<file path="config.mk">
export PLATFORM = sky130hd
export DESIGN_NAME = rsig_divider
export DESIGN_NICKNAME = d
export VERILOG_FILES = /design/src/sv/rsig_pkg.sv /design/src/sv/rsig_divider.sv
export SDC_FILE = /design/constraint.sdc
export NUM_CORES = 2
export LEC_CHECK = 0
export ABC_CLOCK_PERIOD_IN_PS = 6300
export CAP_MARGIN = 15
export CORE_MARGIN = 2
export CORE_UTILIZATION = 25
export CTS_CLUSTER_DIAMETER = 30
export DETAILED_ROUTE_END_ITERATION = 10
export DONT_BUFFER_PORTS = 1
export PLACE_DENSITY = 0.37
export REMOVE_ABC_BUFFERS = 1
export SYNTH_ARGS = -nofsm -noshare
export SYNTH_HDL_FRONTEND = slang
export SYNTH_SLANG_ARGS = --single-unit
</file>
<file path="constraint.sdc">
create_clock -name clk -period 6.3 [get_ports clk]
set_input_delay 0.315 -clock clk [delete_from_list [all_inputs] [get_ports clk]]
set_output_delay 0.315 -clock clk [all_outputs]
set_load 0.01 [all_outputs]
</file>
<file path="src/sv/rsig_pkg.sv">
`timescale 1ns / 1ps
// Package for the rough sigmoid activation block.
// Holds transaction types, fixed-point constants and divider sizing; no dependencies.
package rsig_pkg;

  typedef struct packed {
    logic signed [15:0] sample_in;
    logic               last_in;
  } in_t;

  typedef struct packed {
    logic [15:0] sigmoid_out;
    logic        last_out;
  } out_t;

  typedef struct packed {
    logic [29:0] s;
    logic        pos;
    logic        last;
  } ser_t;

  localparam int DIV_STAGES = 9;
  localparam int DIV_STEPS  = 2;
  localparam int Q_W        = DIV_STAGES * DIV_STEPS;

  typedef struct packed {
    logic [Q_W-1:0] q;
    logic           last;
  } quot_t;

  localparam logic [15:0] COEF_A     = 16'd35501;
  localparam logic [13:0] COEF_B     = 14'd9568;
  localparam logic [16:0] ONE_Q16    = 17'h10000;
  localparam logic [20:0] X_CLAMP    = 21'h100000;
  localparam logic [15:0] SLOPE_INIT = 16'd256;
  localparam logic [15:0] Y_MAX      = 16'hFFFF;

endpackage

</file>
<file path="src/sv/rsig_divider.sv">
`timescale 1ns / 1ps
// Pipelined restoring divider: y = round(num / (S + 1.0)), num = S or 1.0 in Q32.
// One setup stage and DIV_STAGES stages of DIV_STEPS quotient bits; uses rsig_pkg.
module rsig_divider (
  input  logic                clk,
  input  logic                rst,
  input  logic                ser_valid,
  input  rsig_pkg::ser_t      ser,
  output logic                quot_valid,
  output rsig_pkg::quot_t     quot
);

  localparam int NS = rsig_pkg::DIV_STAGES;
  localparam int QW = rsig_pkg::Q_W;

  logic [29:0] d0;
  logic [46:0] num;
  logic [46:0] n;

  always_comb begin
    d0  = ser.s + 30'(rsig_pkg::ONE_Q16);
    num = ser.pos ? {1'b0, ser.s, 16'd0} : 47'h1_0000_0000;
    n   = num + 47'(d0[29:1]);
  end

  logic          v    [0:NS];
  logic [29:0]   d    [0:NS];
  logic [29:0]   rem  [0:NS];
  logic [QW-1:0] nlow [0:NS];
  logic [QW-1:0] q    [0:NS];
  logic          last [0:NS];

  always_ff @(posedge clk) begin
    if (rst) begin
      v[0] <= 1'b0;
    end else begin
      v[0] <= ser_valid;
    end
    d[0]    <= d0;
    rem[0]  <= 30'(n[46:QW]);
    nlow[0] <= n[QW-1:0];
    q[0]    <= '0;
    last[0] <= ser.last;
  end

  for (genvar g = 0; g < NS; g++) begin : g_stage
    logic [29:0]   r;
    logic [30:0]   t;
    logic [QW-1:0] nl;
    logic [QW-1:0] qq;

    always_comb begin
      r  = rem[g];
      nl = nlow[g];
      qq = q[g];
      t  = '0;
      for (int k = 0; k < rsig_pkg::DIV_STEPS; k++) begin
        t  = {r, nl[QW-1]};
        nl = {nl[QW-2:0], 1'b0};
        if (t >= {1'b0, d[g]}) begin
          t  = t - {1'b0, d[g]};
          qq = {qq[QW-2:0], 1'b1};
        end else begin
          qq = {qq[QW-2:0], 1'b0};
        end
        r = t[29:0];
      end
    end

    always_ff @(posedge clk) begin
      if (rst) begin
        v[g+1] <= 1'b0;
      end else begin
        v[g+1] <= v[g];
      end
      d[g+1]    <= d[g];
      rem[g+1]  <= r;
      nlow[g+1] <= nl;
      q[g+1]    <= qq;
      last[g+1] <= last[g];
    end
  end

  assign quot_valid = v[NS];
  assign quot.q     = q[NS];
  assign quot.last  = last[NS];

endmodule

</file>
==> results.cfg <==
[status]
status = completed

[cts]
cts_tree = built
clkLatencyLatePin_ns = 0.81
cts.htree.levels = 4
cts_root_buf = clkbuf_16
path_clk_slew_ns = 0.04
clk_path_buf_depth = 3
cts_sinks = 651
numCtsBuffers = 200

[sta]
fmax_mhz = 165
drv_slew = 0
worst_pin_slew_ns = 1.07
hold_viol_final = 0
setup_ws_ns = 0.233
holdWs_ns = 0.0759
tns_ns = 0
finalSetupViolations = 0
period_share_pct = 96.3
layout_min_cycle_time_ns = 6.07
relSlewSlack_pct = 28.6
skew_ns = 0.0414

[setup_path]
critPathCaptureType = flop
start_kind = flop
cpMostUsedCell = buf_4
worstPathRequired_ns = 6.96
arrival_ns = 6.73
slowest_stage = a31oi_1
crit_fanout = 12
crit_chain = inv_1 > ha_1 > and4_1 > and4_2 > buf_4 > a31oi_1 > o21ai_1 > buf_4 > a21oi_4 > buf_12 > buf_4 > buf_12 > mux2_2 > ha_1 > a21o_1 > a21o_1 > a21oi_1 > nor2b_1 > o21a_1 > or3_1 > a21oi_2 > nand3_4 > buf_4 > mux2_1
critPathMaxStageDelay_ns = 0.68
critPathKind = reg2reg

[routing]
drt_iter0_markers = 1478
vias_per_cell = 4.64
drc = 0
routed_wl_microns = 156000
wire_per_inst_microns = 17.5
ant_nets = 0
vias = 41200
first_pass_iters = 5

[global_route]
gr-total-overflow = 0
grt_use_total_pct = 16.0
grt_antenna_before_repair = 0
grt_start_max_net_pins = 46
grt_pass1_vias = 43900
grt_pass1_wl_microns = 237000

[final_layout]
final_cell_mix = buf_4, dfxtp_1, ha_1
area_growth_pct = 34.4
multiInputGateArea_sq_um = 31900
seq_area_sq_um = 13000
drive_gt1_share_pct = 21.3
fillCellCount = 19500
nets = 6841
final_common_cell = buf_4
antenna_cells = 0

[logic_synthesis]
synthDistinctLibCells = 96
synth_warnings = 0
synth_area_sq_um = 46600
syn_area_per_cell_sq_um = 8.61
netlist_instances = 5413
synth_edf_count = 0
ys.flop_type = dfxtp_1
seq_area_frac_synth_pct = 28.0
async_reset_ff_share_pct = 0
ys_seq_elements = 651

[flow_run]
maxCapViolCount = 0

[die]
core_sq_um = 185000
ios = 55
fp.dieW_microns = 436
start_util_pct = 25.1
fp-row-count = 158
die_y_microns = 436
dieArea_sq_um = 190000

[placed_design]
pre_cts_slack_ns = -0.284
portBuffers = 0
gp_congestion = 0.908
dp_hpwl_microns = 130000

[worst_hold_path]
hold_class = in2reg
-- final timing paths --
| check | start | to | slack, ns | cells after the start |
|---|---|---|---|---|
| max | d[6][8]$_DFF_P_ | rem[7][23]$_DFF_P_ | 0.23 | 24 |
| min | ser[20] | d[0][26]$_DFF_P_ | 0.08 | 3 |
| max reg2reg | d[6][8]$_DFF_P_ | rem[7][23]$_DFF_P_ | 0.23 | 24 |
| min reg2reg | q[2][0]$_DFF_P_ | q[3][2]$_DFF_P_ | 0.32 | 0 |
-- flip-flops by register name, indices dropped and copies added (netlist names) --
register	flops
d	270
last	10
nlow	2
q	90
rem	269
v	10
-- stage by stage --
| stage | instance area [sq um] | cells | utilization (%) |
|---|---|---|---|
| 6_report | 62700 | 8884 | 33.8 |
| 2_1_floorplan | 46100 | 5306 | - |
| 3_3_place_gp | 54600 | 8456 | 29.4 |
| 5_1_grt | 62700 | 8884 | 33.8 |
| 4_1_cts | 62200 | 8874 | 33.6 |
| 3_5_place_dp | 54600 | 8456 | 29.4 |
-- layer usage --
layer	wire [microns]	vias to the layer above	track usage [%]
li1	-	21300	-
met1	56000	18800	14.7
met2	83000	706	31.1
met3	3960	427	2.44
met4	13000	0	12.2
met5	0	-	0
-- critical path: cells and delay by family (launching register included) --
| family | cells | cell delay (ns) |
|---|---|---|
| AO/OA/AOI/OAI | 8 | 1.98 |
| buffers and inverters | 7 | 1.14 |
| AND/OR/NAND/NOR | 5 | 1.14 |
| multiplexers | 2 | 0.70 |
| adder cells (fa/ha/maj) | 2 | 0.58 |
| flip-flops | 1 | 0.39 |
-- synth_stat cells (19+ instances only) --
| library cell | count | area [sq um] |
|---|---|---|
| dfxtp_1 | 651 | 13000 |
| ha_1 | 554 | 6930 |
| a21oi_1 | 461 | 2310 |
| inv_1 | 410 | 1540 |
| nand2_1 | 390 | 1460 |
| xnor2_1 | 298 | 2610 |
| nor2_1 | 294 | 1100 |
| o21ai_0 | 286 | 1430 |
| a21o_1 | 225 | 1690 |
| mux2_2 | 181 | 2040 |
| xor2_1 | 152 | 1330 |
| nand3_1 | 120 | 601 |
| nor3_1 | 85 | 425 |
| o21a_1 | 84 | 631 |
| nand4_1 | 76 | 475 |
| mux2_1 | 70 | 788 |
| nor2b_1 | 70 | 438 |
| clkbuf_1 | 67 | 251 |
| nand2b_1 | 66 | 413 |
| a31oi_1 | 58 | 363 |
| and2_1 | 57 | 357 |
| o21bai_1 | 51 | 383 |
| and3_1 | 49 | 307 |
| a211oi_1 | 48 | 360 |
| o21ai_1 | 46 | 230 |
| mux2_4 | 44 | 661 |
| o211ai_1 | 40 | 300 |
| o31ai_1 | 33 | 248 |
| mux2i_1 | 30 | 300 |
| or3_1 | 27 | 169 |
| buf_2 | 26 | 130 |
| nor4_1 | 22 | 138 |
| a21boi_0 | 20 | 150 |
| or2_2 | 20 | 125 |
| and4_1 | 19 | 166 |
-- cell families (layout without fill, tap and decap cells) --
| kind of cell | after synthesis | after routing | synth area share [%] |
|---|---|---|---|
| simple gates | 1339 | 1339 | 14.0 |
| xor+xnor | 450 | 450 | 8.46 |
| flops | 651 | 651 | 28.0 |
| mux | 325 | 325 | 8.13 |
| buf+inv | 521 | 1511 | 4.40 |
| fa+ha+maj | 572 | 572 | 15.6 |
| compound gates | 1555 | 1556 | 21.4 |
-- what timing repair did --
item | CTS | global route
endpoints found under the setup margin | 118 | 228
gates resized for setup | 4 | 70
endpoints found under the hold margin | 72 | 0
cloned | 0 | 3
pin swaps | 2 | 16
hold buffers | 44 | 0
buffers inserted | 2 | 7
-- final cells by class --
cell class                 instances  share of cell area [%]
multi-input combinational       4242                    50.9
sequential                       651                    20.8
timing repair buffer             725                    9.33
clock buffer                     279                    9.24
tap                             2480                    4.95
inverter                         414                    2.48
clock inverter                    93                    2.26
Power is not shown: default switching activity piles up to over one toggle a cycle in this logic, so the estimate is an artifact.
