**src/sv/rsig_pkg.sv**
```systemverilog
`timescale 1ns / 1ps
// Package for the rough sigmoid activation block.
// Holds transaction types, fixed-point constants and divider sizing; no dependencies.
package rsig_pkg;

  typedef struct packed {
    logic signed [15:0] sample_in;
    logic               last_in;
  } in_t;

  typedef struct packed {
    logic [15:0] sigmoid_out;
    logic        last_out;
  } out_t;

  typedef struct packed {
    logic [29:0] s;
    logic        pos;
    logic        last;
  } ser_t;

  localparam int DIV_STAGES = 9;
  localparam int DIV_STEPS  = 2;
  localparam int Q_W        = DIV_STAGES * DIV_STEPS;

  typedef struct packed {
    logic [Q_W-1:0] q;
    logic           last;
  } quot_t;

  localparam logic [15:0] COEF_A     = 16'd35501;
  localparam logic [13:0] COEF_B     = 14'd9568;
  localparam logic [16:0] ONE_Q16    = 17'h10000;
  localparam logic [20:0] X_CLAMP    = 21'h100000;
  localparam logic [15:0] SLOPE_INIT = 16'd256;
  localparam logic [15:0] Y_MAX      = 16'hFFFF;

endpackage

```
**src/sv/rsig_series.sv**
```systemverilog
`timescale 1ns / 1ps
// Series stages: scaled magnitude, clamp, powers of x and the sum S ~ e^|x|.
// Five register stages; uses rsig_pkg.
module rsig_series (
  input  logic                clk,
  input  logic                rst,
  input  logic                in_valid,
  input  rsig_pkg::in_t       operand,
  input  logic [15:0]         slope,
  output logic                ser_valid,
  output rsig_pkg::ser_t      ser
);

  logic [15:0] raw;
  logic        neg;
  logic        pos;
  logic [15:0] mag;
  logic [31:0] prod;
  logic [27:0] xw;
  logic [20:0] x_c;

  always_comb begin
    raw  = $unsigned(operand.sample_in);
    neg  = raw[15];
    pos  = !neg && (raw != 16'd0);
    mag  = neg ? (16'd0 - raw) : raw;
    prod = 32'(mag) * 32'(slope);
    xw   = prod[31:4];
    x_c  = (xw > 28'(rsig_pkg::X_CLAMP)) ? rsig_pkg::X_CLAMP : xw[20:0];
  end

  // stage 1
  logic        v1;
  logic [20:0] x1;
  logic        pos1, last1;

  always_ff @(posedge clk) begin
    if (rst) begin
      v1 <= 1'b0;
    end else begin
      v1 <= in_valid;
    end
    x1    <= x_c;
    pos1  <= pos;
    last1 <= operand.last_in;
  end

  // stage 2
  logic [41:0] sq;
  logic        v2;
  logic [20:0] x2_x;
  logic [24:0] x2;
  logic        pos2, last2;

  assign sq = 42'(x1) * 42'(x1);

  always_ff @(posedge clk) begin
    if (rst) begin
      v2 <= 1'b0;
    end else begin
      v2 <= v1;
    end
    x2_x  <= x1;
    x2    <= sq[40:16];
    pos2  <= pos1;
    last2 <= last1;
  end

  // stage 3
  logic [49:0] x4p;
  logic [40:0] ax2p;
  logic        v3;
  logic [20:0] x3_x;
  logic [32:0] x4;
  logic [24:0] ax2;
  logic        pos3, last3;

  assign x4p  = 50'(x2) * 50'(x2);
  assign ax2p = 41'(rsig_pkg::COEF_A) * 41'(x2);

  always_ff @(posedge clk) begin
    if (rst) begin
      v3 <= 1'b0;
    end else begin
      v3 <= v2;
    end
    x3_x  <= x2_x;
    x4    <= x4p[48:16];
    ax2   <= ax2p[40:16];
    pos3  <= pos2;
    last3 <= last2;
  end

  // stage 4
  logic [46:0] bx4p;
  logic        v4;
  logic [29:0] bx4;
  logic [29:0] psum;
  logic        pos4, last4;

  assign bx4p = 47'(rsig_pkg::COEF_B) * 47'(x4);

  always_ff @(posedge clk) begin
    if (rst) begin
      v4 <= 1'b0;
    end else begin
      v4 <= v3;
    end
    bx4   <= bx4p[45:16];
    psum  <= 30'(rsig_pkg::ONE_Q16) + 30'(x3_x) + 30'(ax2);
    pos4  <= pos3;
    last4 <= last3;
  end

  // stage 5
  always_ff @(posedge clk) begin
    if (rst) begin
      ser_valid <= 1'b0;
    end else begin
      ser_valid <= v4;
    end
    ser.s    <= psum + bx4;
    ser.pos  <= pos4;
    ser.last <= last4;
  end

endmodule

```
**config.mk**
```make
export PLATFORM = sky130hd
export DESIGN_NAME = rsig_series
export DESIGN_NICKNAME = d
export VERILOG_FILES = /design/src/sv/rsig_pkg.sv /design/src/sv/rsig_series.sv
export SDC_FILE = /design/constraint.sdc
export NUM_CORES = 2
export LEC_CHECK = 0
export BUFFER_PORTS_ARGS = -buffer_cell sky130_fd_sc_hd__buf_2
export CORE_MARGIN = 2
export CORE_UTILIZATION = 65
export CTS_BUF_LIST = sky130_fd_sc_hd__clkbuf_4 sky130_fd_sc_hd__clkbuf_8
export DETAILED_ROUTE_END_ITERATION = 10
export PLACE_DENSITY = 0.82
export SYNTH_ARGS = -nofsm -noshare
export SYNTH_HDL_FRONTEND = slang
export SYNTH_SLANG_ARGS = --single-unit
```
**constraint.sdc**
```tcl
create_clock -name clk -period 15.3 [get_ports clk]
set_input_delay 1.53 -clock clk [delete_from_list [all_inputs] [get_ports clk]]
set_output_delay 1.53 -clock clk [all_outputs]
set_load 0.05 [all_outputs]
```
==> impl_metrics.csv <==
group,metric,value,unit
layout,seqCellArea,4945,sq um
cts,cts_tree,"built",
detailed_routing,drc,0,
power_and_ir_drop,p_per_area,118.8,nW/um^2
placement,dp.cells,6908,
synth,synth.net_count,7827,
cts,clock_path_buffers,3,
setup_path,regToRegStartpoint,"x2[16]$_DFF_P_",
layout,drive_above_1_share,0.04178,
cts,root_buffer,"clkbuf_8",
hold_path,holdPathEnd,"x3_x[15]$_DFF_P_",
layout,layout.nets,7881,
power_and_ir_drop,leakage,32.64,nW
placement,io_buffers,68,
sta,setup_viol,0,
placement,gp_congestion,0.9355,
synth,synth_edf_count,0,
sta,skew,0.06942,ns
synth,synth-main-ff-cell,"dfxtp_1",
setup_path,crit_path_top_delay_cell,"fa_1",
detailed_routing,vias,38405,
setup_path,path_delay_family,"adder cells",
setup_path,r2r-end,"x4[27]$_DFF_P_",
synth,async_flop_share,0,
global_routing,grt_overflow,0,
hold_path,min_from,"x2_x[15]$_DFF_P_",
sta,hold_viol,0,
global_routing,antenna_found_initial,4,
setup_path,worstPathRequired,15.81,ns
synth,synth.most_common_cell,"inv_1",
global_routing,grt_pass1_vias,42772,
global_routing,globalRouteTotalUtil,0.3029,
sta,worstMarginPinSlew,1.078,ns
cts,cts_hold_buffers,0,
floorplanning,initial_core_util,0.6559,
floorplanning,die_h,297.1,um
layout,synthToLayoutAreaGrowth,4.803,%
cts,clock_sinks,247,
detailed_routing,drtPass1Iterations,7,
synth,netlist_instances,5754,
floorplanning,die_area,88280,sq um
setup_path,start_kind,"input port",
synth,ys_types,71,
setup_path,critPathCaptureType,"flop",
outcome,outcome,"complete, no violations",
sta,fmax,106.3,MHz
cts,clk_latency,0.68,ns
hold_path,whs_path_depth,0,
setup_path,crit_type,"input port to flop",
synth,synth_top_cell_area_share,0.4230,
cts,numCtsBuffers,42,
sta,finalSetupTns,0,ns
sta,rsz0062_at_grt,"no",
detailed_routing,routed_wirelength,127100,um
flow_run,max_cap_viol_count,0,
sta,period_needed,9.410,ns
sta,drv_slew,0,
sta,fin_crit_sh,0.6150,
setup_path,cpPeakStageDelay,0.55,ns
setup_path,critPathBufInv,8,
detailed_routing,viasPerCell,5.497,
detailed_routing,drt_iter0_drc,2133,
synth,synth_top_area_cell,"fa_1",
cts,post-cts-setup-buffers,0,
detailed_routing,drtAntennaViolNets,0,
floorplanning,num_rows,107,
synth,avgSynthCellArea,9.706,sq um
floorplanning,ios,69,
floorplanning,die_w,297.1,um
cts,htreeDepth,2,
synth,ys_ff_latch,247,
setup_path,crit_path_max_fanout,16,
setup_path,rr_worst_depth,23,
power_and_ir_drop,vdd_drop_max,275.1,uV
synth,synth_area_leaders,"fa_1 42%, ha_1 19%, inv_1 10%",
placement,hpwl,106500,um
layout,stdcell_count,6987,
synth,syn_area,55850,sq um
detailed_routing,routedWlPerCell,18.19,um
synth,ys_seq_area_frac,0.08854,
sta,slew_headroom,0.2804,
setup_path,rrSetupSlack,6.50,ns
layout,fillers,6359,
synth,yosys_warnings,0,
global_routing,grt_pass1_wl,213800,um
global_routing,grt_max_degree,33,
hold_path,hold_path_class,"flop to flop",
cts,cts_resized,0,
setup_path,cp.arrival,9.92,ns
floorplanning,coreArea,85150,sq um
synth,synth_commonest_cells,"1,524 x inv_1, 1,180 x fa_1, 857 x ha_1",
cts,clk_pin_slew,0.06,ns
sta,whs,0.2932,ns
layout,multi_input_area,44700,sq um
[worst reg2reg max path: cells and delay by family, from the launching register on]
family | cells | cell delay, ns
fa+ha+maj | 8 | 3.77
buf+inv | 4 | 1.04
xor+xnor | 1 | 0.14
flops | 1 | 0.31
simple gates | 1 | 0.43
compound gates | 9 | 3.07
[layer usage]
layer	track usage	routed length (um)	vias to the layer above
met3	0.04718	9278	347
li1	-	-	17513
met5	0	13	-
met1	0.3754	48870	19143
met4	0.1279	5882	2
met2	0.5285	63030	1400
[registers in the layout, indices dropped and copies added, names as in the netlist, 21 cells and up]
| register | count |
|---|---|
| x4 | 33 |
| ser | 32 |
| bx4 | 30 |
| psum | 26 |
| ax2 | 25 |
| x2 | 25 |
| x1 | 21 |
| x2_x | 21 |
| x3_x | 21 |
[worst max path at each step]
stage	start	end	slack, ns	cells after the start
after floorplan	operand[6]	x1[9]$_SDFF_PN0_	6.01	32
after global placement	operand[4]	x1[3]$_SDFF_PN0_	5.41	32
after detailed placement	operand[4]	x1[5]$_SDFF_PN0_	5.22	31
after CTS	operand[4]	x1[5]$_SDFF_PN0_	5.92	32
after global routing	operand[4]	x1[5]$_SDFF_PN0_	5.28	31
final	operand[4]	x1[5]$_SDFF_PN0_	5.89	31
[cell type report]
cell class	instances	area share
flip-flops and latches	247	0.08448
inverters	1535	0.09844
repair buffers	126	0.01325
clock inverters	14	0.002309
well taps	1144	0.02446
multi-input cells	3856	0.7636
diodes	3	0.0001283
clock buffers	62	0.01330
[stage by stage]
step | total power (W) | util | worst slack (ns) | cell area (sq um)
final | 0.006951 | 0.6874 | 5.890 | 58530
after global routing | 0.007685 | 0.6873 | 5.277 | 58520
after CTS | 0.006949 | 0.6873 | 5.917 | 58520
after detailed placement | 0.006239 | 0.6766 | 5.221 | 57610
after global placement | 0.006076 | 0.6766 | 5.409 | 57610
after floorplan | 0.004981 | - | 6.012 | 55850
[kinds of logic after synthesis]
logic type / share of synthesized area
buffers and inverters: 0.1111
multiplexers: 0.0007841
flip-flops: 0.08854
AND/OR/NAND/NOR: 0.09903
adder cells (fa/ha/maj): 0.6150
AO/OA/AOI/OAI: 0.05541
XOR/XNOR: 0.03011
[power breakdown]
group	internal [W]	switching (W)	leakage [nW]
logic	0.00213	0.00325	30.1
registers	0.000809	0.0000992	2.02
clock network	0.000350	0.000306	0.484
[layout by cell type, fill, tap and decap left out, types with 68 or more instances in the layout]
master / netlist / final
buf_2: 2 / 68
ha_1: 857 / 857
nand2_1: 426 / 426
and2_1: 277 / 277
a21o_1: 91 / 91
xnor2_1: 128 / 128
o21ai_0: 77 / 77
nor2_1: 229 / 229
fa_1: 1180 / 1180
a21oi_1: 129 / 129
inv_1: 1524 / 1524
dfxtp_1: 247 / 247
Power figures use the tool's default switching activity.
